===== src/hdl/bnbc_log2.sv =====
module bnbc_log2 #(
  parameter int XW        = 17,
  parameter int FRAC_BITS = 8,
  parameter int YW        = 13
) (
  input  logic          clk,
  input  logic          rst,
  input  logic          start,
  input  logic [XW-1:0] x,
  output logic          done,
  output logic [YW-1:0] y
);

  localparam int SB = $clog2(XW);
  localparam int CW = $clog2(SB + FRAC_BITS + 1);

  localparam logic [1:0] L_IDLE = 2'd0;
  localparam logic [1:0] L_NORM = 2'd1;
  localparam logic [1:0] L_LOAD = 2'd2;
  localparam logic [1:0] L_SQ   = 2'd3;

  logic [1:0]           state;
  logic [CW-1:0]        step;
  logic [XW-1:0]        xn;
  logic [SB-1:0]        sh;
  logic [SB-1:0]        e;
  logic [31:0]          m;
  logic [FRAC_BITS-1:0] frac;

  logic [SB-1:0]        amt;
  logic                 top_zero;
  logic [63:0]          prod;
  logic [32:0]          q;
  logic [XW+31:0]       wide;

  always_comb begin
    amt      = SB'(1) << (CW'(SB - 1) - step);
    top_zero = ((xn >> (XW'(XW) - XW'(amt))) == '0);
    prod     = 64'(m) * 64'(m);
    q        = prod[63:31];
    wide     = {xn, 32'b0};
  end

  assign y = {e, frac};

  always_ff @(posedge clk) begin
    done <= 1'b0;
    if (rst) begin
      state <= L_IDLE;
      step  <= '0;
    end else begin
      case (state)
        L_IDLE: begin
          if (start) begin
            xn    <= x;
            sh    <= '0;
            step  <= '0;
            state <= L_NORM;
          end
        end
        L_NORM: begin
          if (top_zero) begin
            xn <= xn << amt;
            sh <= sh + amt;
          end
          if (step == CW'(SB - 1)) begin
            step  <= '0;
            state <= L_LOAD;
          end else begin
            step <= step + CW'(1);
          end
        end
        L_LOAD: begin
          m     <= wide[XW+31 -: 32];
          e     <= SB'(XW - 1) - sh;
          state <= L_SQ;
        end
        L_SQ: begin
          frac <= {frac[FRAC_BITS-2:0], q[32]};
          m    <= q[32] ? q[32:1] : q[31:0];
          if (step == CW'(FRAC_BITS - 1)) begin
            done  <= 1'b1;
            state <= L_IDLE;
          end else begin
            step <= step + CW'(1);
          end
        end
        default: state <= L_IDLE;
      endcase
    end
  end

endmodule


===== config.mk =====
export PLATFORM = sky130hd
export DESIGN_NAME = bnbc_log2
export DESIGN_NICKNAME = d
export VERILOG_FILES = /design/src/hdl/bnbc_log2.sv
export SDC_FILE = /design/constraint.sdc
export NUM_CORES = 2
export LEC_CHECK = 0
export BUFFER_PORTS_ARGS = -buffer_cell sky130_fd_sc_hd__buf_2
export CAP_MARGIN = 30
export CORE_UTILIZATION = 50
export CTS_CLUSTER_DIAMETER = 100
export DETAILED_ROUTE_END_ITERATION = 12
export GPL_TIMING_DRIVEN = 0
export PLACE_DENSITY = 0.76
export SETUP_SLACK_MARGIN = 0.3
export SLEW_MARGIN = 40
export SYNTH_ARGS = -nofsm -noshare
export SYNTH_HDL_FRONTEND = slang
export SYNTH_SLANG_ARGS = --single-unit

===== constraint.sdc =====
create_clock -name clk -period 18.6 [get_ports clk]
set_input_delay 0 -clock clk [delete_from_list [all_inputs] [get_ports clk]]
set_output_delay 0 -clock clk [all_outputs]
set_load 0.005 [all_outputs]

Word level (Yosys, flattened, before mapping). Index checks and enable logic that the tools add are counted.

Add/sub/neg operators: 5. Multipliers: 1. Equality and inequality tests: 10. Shifts and indexed selects: 3. Mux-type cells: 17. Bitwise logic cells: 2. Reductions and logical operators: 12.

Operator list (number): 32-bit by 32-bit multiplier with 64-bit output (1); 32-bit one-hot mux with 2 select lines (1); 17-bit two-way mux (2); 17-bit one-hot mux with 2 select lines (1); 32-bit two-way mux (1); 17-bit logical NOT (1); 17-bit by 5-bit << shifter with 17-bit output (1); 17-bit by 17-bit >> shifter with 17-bit output (1); 4-bit two-way mux (3); 4-bit one-hot mux with 3 select lines (1); 5-bit two-way mux (2); 2-bit inequality test, second input constant (5); 5-bit one-hot mux with 2 select lines (1); 4-bit by 3-bit == test with 1-bit output, second input constant (2); 2-bit one-hot mux with 4 select lines (1); 2-bit two-way mux (3); 2-bit AND reduction (3); 3-bit AND reduction (2); 5-bit by 5-bit subtractor with 6-bit output, first input constant (1); 5-bit adder (1); 1-bit by 4-bit << shifter with 5-bit output, first input constant (1); 5-bit subtractor, first input constant (1); 4-bit by 1-bit adder with 4-bit output, second input constant (1); 2-bit == test, second input constant (2); 9 further kinds (11).

Register bits: 74. Logic and storage cells: 58.

Depth between registers and ports, before layout.
Word-level depth: 7. Depth in mapped cells: 33.

Worst setup path before layout. OpenSTA, ideal clock, no wires.

Path kind: reg-to-reg. Start point: register m[5]. End point: register m[18], data pin. Library setup time: 261 ps. Arrival: 7619 ps. Setup slack: 10720 ps. Cell stages (with the launch flop): 32. Buffers on the path: 3. Path through: edfxtp_1 clkbuf_1 clkbuf_1 nand2_1 fa_1 inv_1 fa_1 fa_1 inv_1 fa_1 inv_1 fa_1 fa_1 fa_1 inv_1 fa_1 inv_1 ha_1 buf_2 nand3_1 nor4_2 nand2_1 o31ai_2 a21oi_1 o21ai_1 nand2_2 a31oi_4 a21oi_2 o211ai_4 inv_4 and3_1 a221o_1.

Cells in the longest elaborated chain, start to end: 3.

Ends and longest elaborated chain: from (decl) (line 27) `logic [31:0] m;`; from (signal assigned) (line 74) `m <= wide[XW+31 -: 32];`; from (signal assigned) (line 80) `m <= q[32] ? q[32:1] : q[31:0];`; 32-bit by 32-bit multiplier with 64-bit output (line 39) `prod = 64'(m) * 64'(m);`; via prod[63] (line 32) `logic [63:0] prod;`; 32-bit two-way mux (line 80); 32-bit one-hot mux with 2 select lines (line 52) `case (state)`.

The timed path passes the listed nets, and every way through them passes these cells. A chain may end at the register's enable or synchronous reset.

Final worst setup path.
Start point: register m[15]. End point: register m[18], data pin.

Same word-level chain as after synthesis.

==> results_dict.tcl <==
set metrics [dict create \
    run_status "finished, final reports clean" \
    period_share 0.572 \
    cts_resized 0 \
    cts.path.max_buffers 2 \
    dpl_cell_area_um2 34400 \
    synth_compound_area_frac 0.0591 \
    die_y_um 259 \
    cts.sinks 74 \
    period_needed_ns 10.64 \
    tns_ns 0 \
    grt_pass1_wl_mm 152 \
    fillers 5932 \
    first_global_vias 26563 \
    synth_cell_types 76 \
    cts_root_buf "clkbuf_16" \
    rsz0062_at_grt "no" \
    tightest_slew_ns 1.00 \
    synth_commonest_cells "1005 x inv_1, 792 x fa_1, 325 x nand2_1" \
    initial_utilization 0.510 \
    synth.avg_cell_area_um2 9.41 \
    gr-total-overflow 0 \
    max_stage_delay_ns 0.77 \
    dp.final_hpwl_mm 81.2 \
    syn-cell-area_um2 33100 \
    synthArstFlopShare 0 \
    min_path_cells 3 \
    grt_start_max_net_pins 33 \
    syn_to_final_growth_pct 4.89 \
    wl_mm 98.1 \
    skew_ns 0.0148 \
    yosys.area_share.adder 0.598 \
    clk_latency_ns 0.35 \
    numPortBuffers 32 \
    cp-start-kind "flip-flop" \
    nets 4685 \
    yosysMostFrequentCell "inv_1" \
    grt_usage 0.305 \
    ys_seq_elements 74 \
    slew_headroom 0.332 \
    timing.final.max_slew_violations 0 \
    arrival_ns 10.75 \
    core_region_area_um2 64900 \
    synth_top_family_by_area "adder cells" \
    drc 0 \
    drtPass1Iterations 5 \
    hold_end "xn[3]" \
    max_freq_mhz 94.0 \
    cts_tree "done" \
    place_congestion 0.999 \
    antenna_left 0 \
    path_max_fanout 10 \
    synth.top_cell.area_share 0.479 \
    detail_route.wl_per_cell_um 22.2 \
    htreeDepth 3 \
    regToRegEndpoint "m[18]" \
    multi_input_area_um2 26600 \
    synth_xor_area_frac 0.0233 \
    synth-seq-area-share 0.0651 \
    avgViaCountPerCell 5.58 \
    required_ns 18.70 \
    first_iter_violations 2284 \
    postCtsHoldBufs 1 \
    cts_buffers 9 \
    muxShareOfSynthArea 0.0113 \
    cts_setup_buffers 0 \
    drive_above_1_share 0.0373 \
    ios 34 \
    hold_viol_final 0 \
    finalInstanceArea_um2 34700 \
    end_kind "flip-flop" \
    antenna_found_initial 7 \
    syn-num-nets 4639 \
    final-seq-area_um2 2150 \
    synth_edf_count 67 \
    critPathKind "flip-flop to flip-flop" \
    slowest_stage "clkbuf_1" \
    r2r_slack_ns 7.96 \
    reg2reg_from "m[15]" \
    fp-row-count 93 \
    setup_viol 0 \
    synth_top_area_cell "fa_1" \
    crit_top_cell "fa_1" \
    vias 24689 \
    hold_start "x[3]" \
    synth_cells 3514 \
    max_cap_violations 0 \
    die_w_um 259 \
    yosys_warnings 0 \
    reg2reg_depth 29 \
    synth_area_leaders "fa_1 48%, ha_1 12%, inv_1 11%, edfxtp_1 6.1%, and2_1 4.5%" \
    dieArea_um2 67200 \
    synth-simple-area-share 0.112 \
    cts.clk_slew.worst_paths_ns 0.07 \
    ys.flop_type "edfxtp_1" \
    hold_class "primary input to flip-flop" \
]
[logic make-up after synthesis]
group                    after synthesis
AND/OR/NAND/NOR                      770
buffers and inverters               1148
multiplexers                          37
adder cells (fa/ha/maj)             1105
flip-flops                            74
AO/OA/AOI/OAI                        292
XOR/XNOR                              88
[how the worst max path moves through the flow]
stage	cells past startpoint	end	start	slack, ns
3_3_place_gp	28	m[18]	m[15]	7.83
6_report	29	m[18]	m[15]	7.96
3_5_place_dp	29	m[18]	m[15]	8.20
4_1_cts	29	m[18]	m[15]	8.17
2_1_floorplan	31	m[18]	m[5]	10.72
5_1_grt	29	m[18]	m[15]	7.78
[cells in the final DEF (no fill, tap or decap), types with 20 or more instances in the layout]
cell type	netlist	layout
buf_2	6	38
nor2_1	102	101
a21o_1	32	32
edfxtp_1	67	67
xor2_1	39	39
ha_1	313	313
fa_1	792	792
clkbuf_2	0	38
nand3_1	21	21
nand4_1	20	20
o21ai_0	45	45
mux2i_1	35	35
xnor2_1	49	49
and2_1	236	236
a21oi_1	81	81
clkbuf_1	126	88
nand2_1	325	325
inv_1	1005	1005
[cell type report]
class / instances / share of cell area
multi-input cells: 2292 / 0.767
repair buffers: 35 / 0.00566
diodes: 2 / 0.000144
inverters: 1011 / 0.109
clock inverters: 7 / 0.00177
flip-flops and latches: 74 / 0.0620
clock buffers: 9 / 0.00649
plain buffers: 137 / 0.0172
well taps: 855 / 0.0308
[state kept, by name, indices dropped and copies added (netlist names)]
register and cells:
done 1, e 5, frac 8, m 32
sh 5, state 2, step 4, xn 17
[through the flow]
step	hold WS [ns]	worst slack, ns	util	std cells
4_1_cts	0.00373	8.17	0.534	4419
3_5_place_dp	0.310	8.20	0.529	4402
2_1_floorplan	0.188	10.72	-	3514
6_report	0.00878	7.96	0.534	4422
5_1_grt	0.0154	7.78	0.534	4420
3_3_place_gp	0.293	7.83	0.528	4401
[routing by layer]
metal	GRT usage	wire length, um
met1	0.386	35800
met2	0.472	43800
met3	0.0754	10800
met4	0.188	7700
met5	0	0
[worst max-delay path, delay by kind of cell (launching register included)]
family | cells | cell delay, ns
fa+ha+maj | 9 | 4.15
compound gates | 10 | 2.92
buf+inv | 6 | 1.72
simple gates | 4 | 1.00
flops | 1 | 0.58
Power is left out: the tool's default activity adds up to more than one toggle a clock period on the data nets, which glitch-free logic cannot reach.
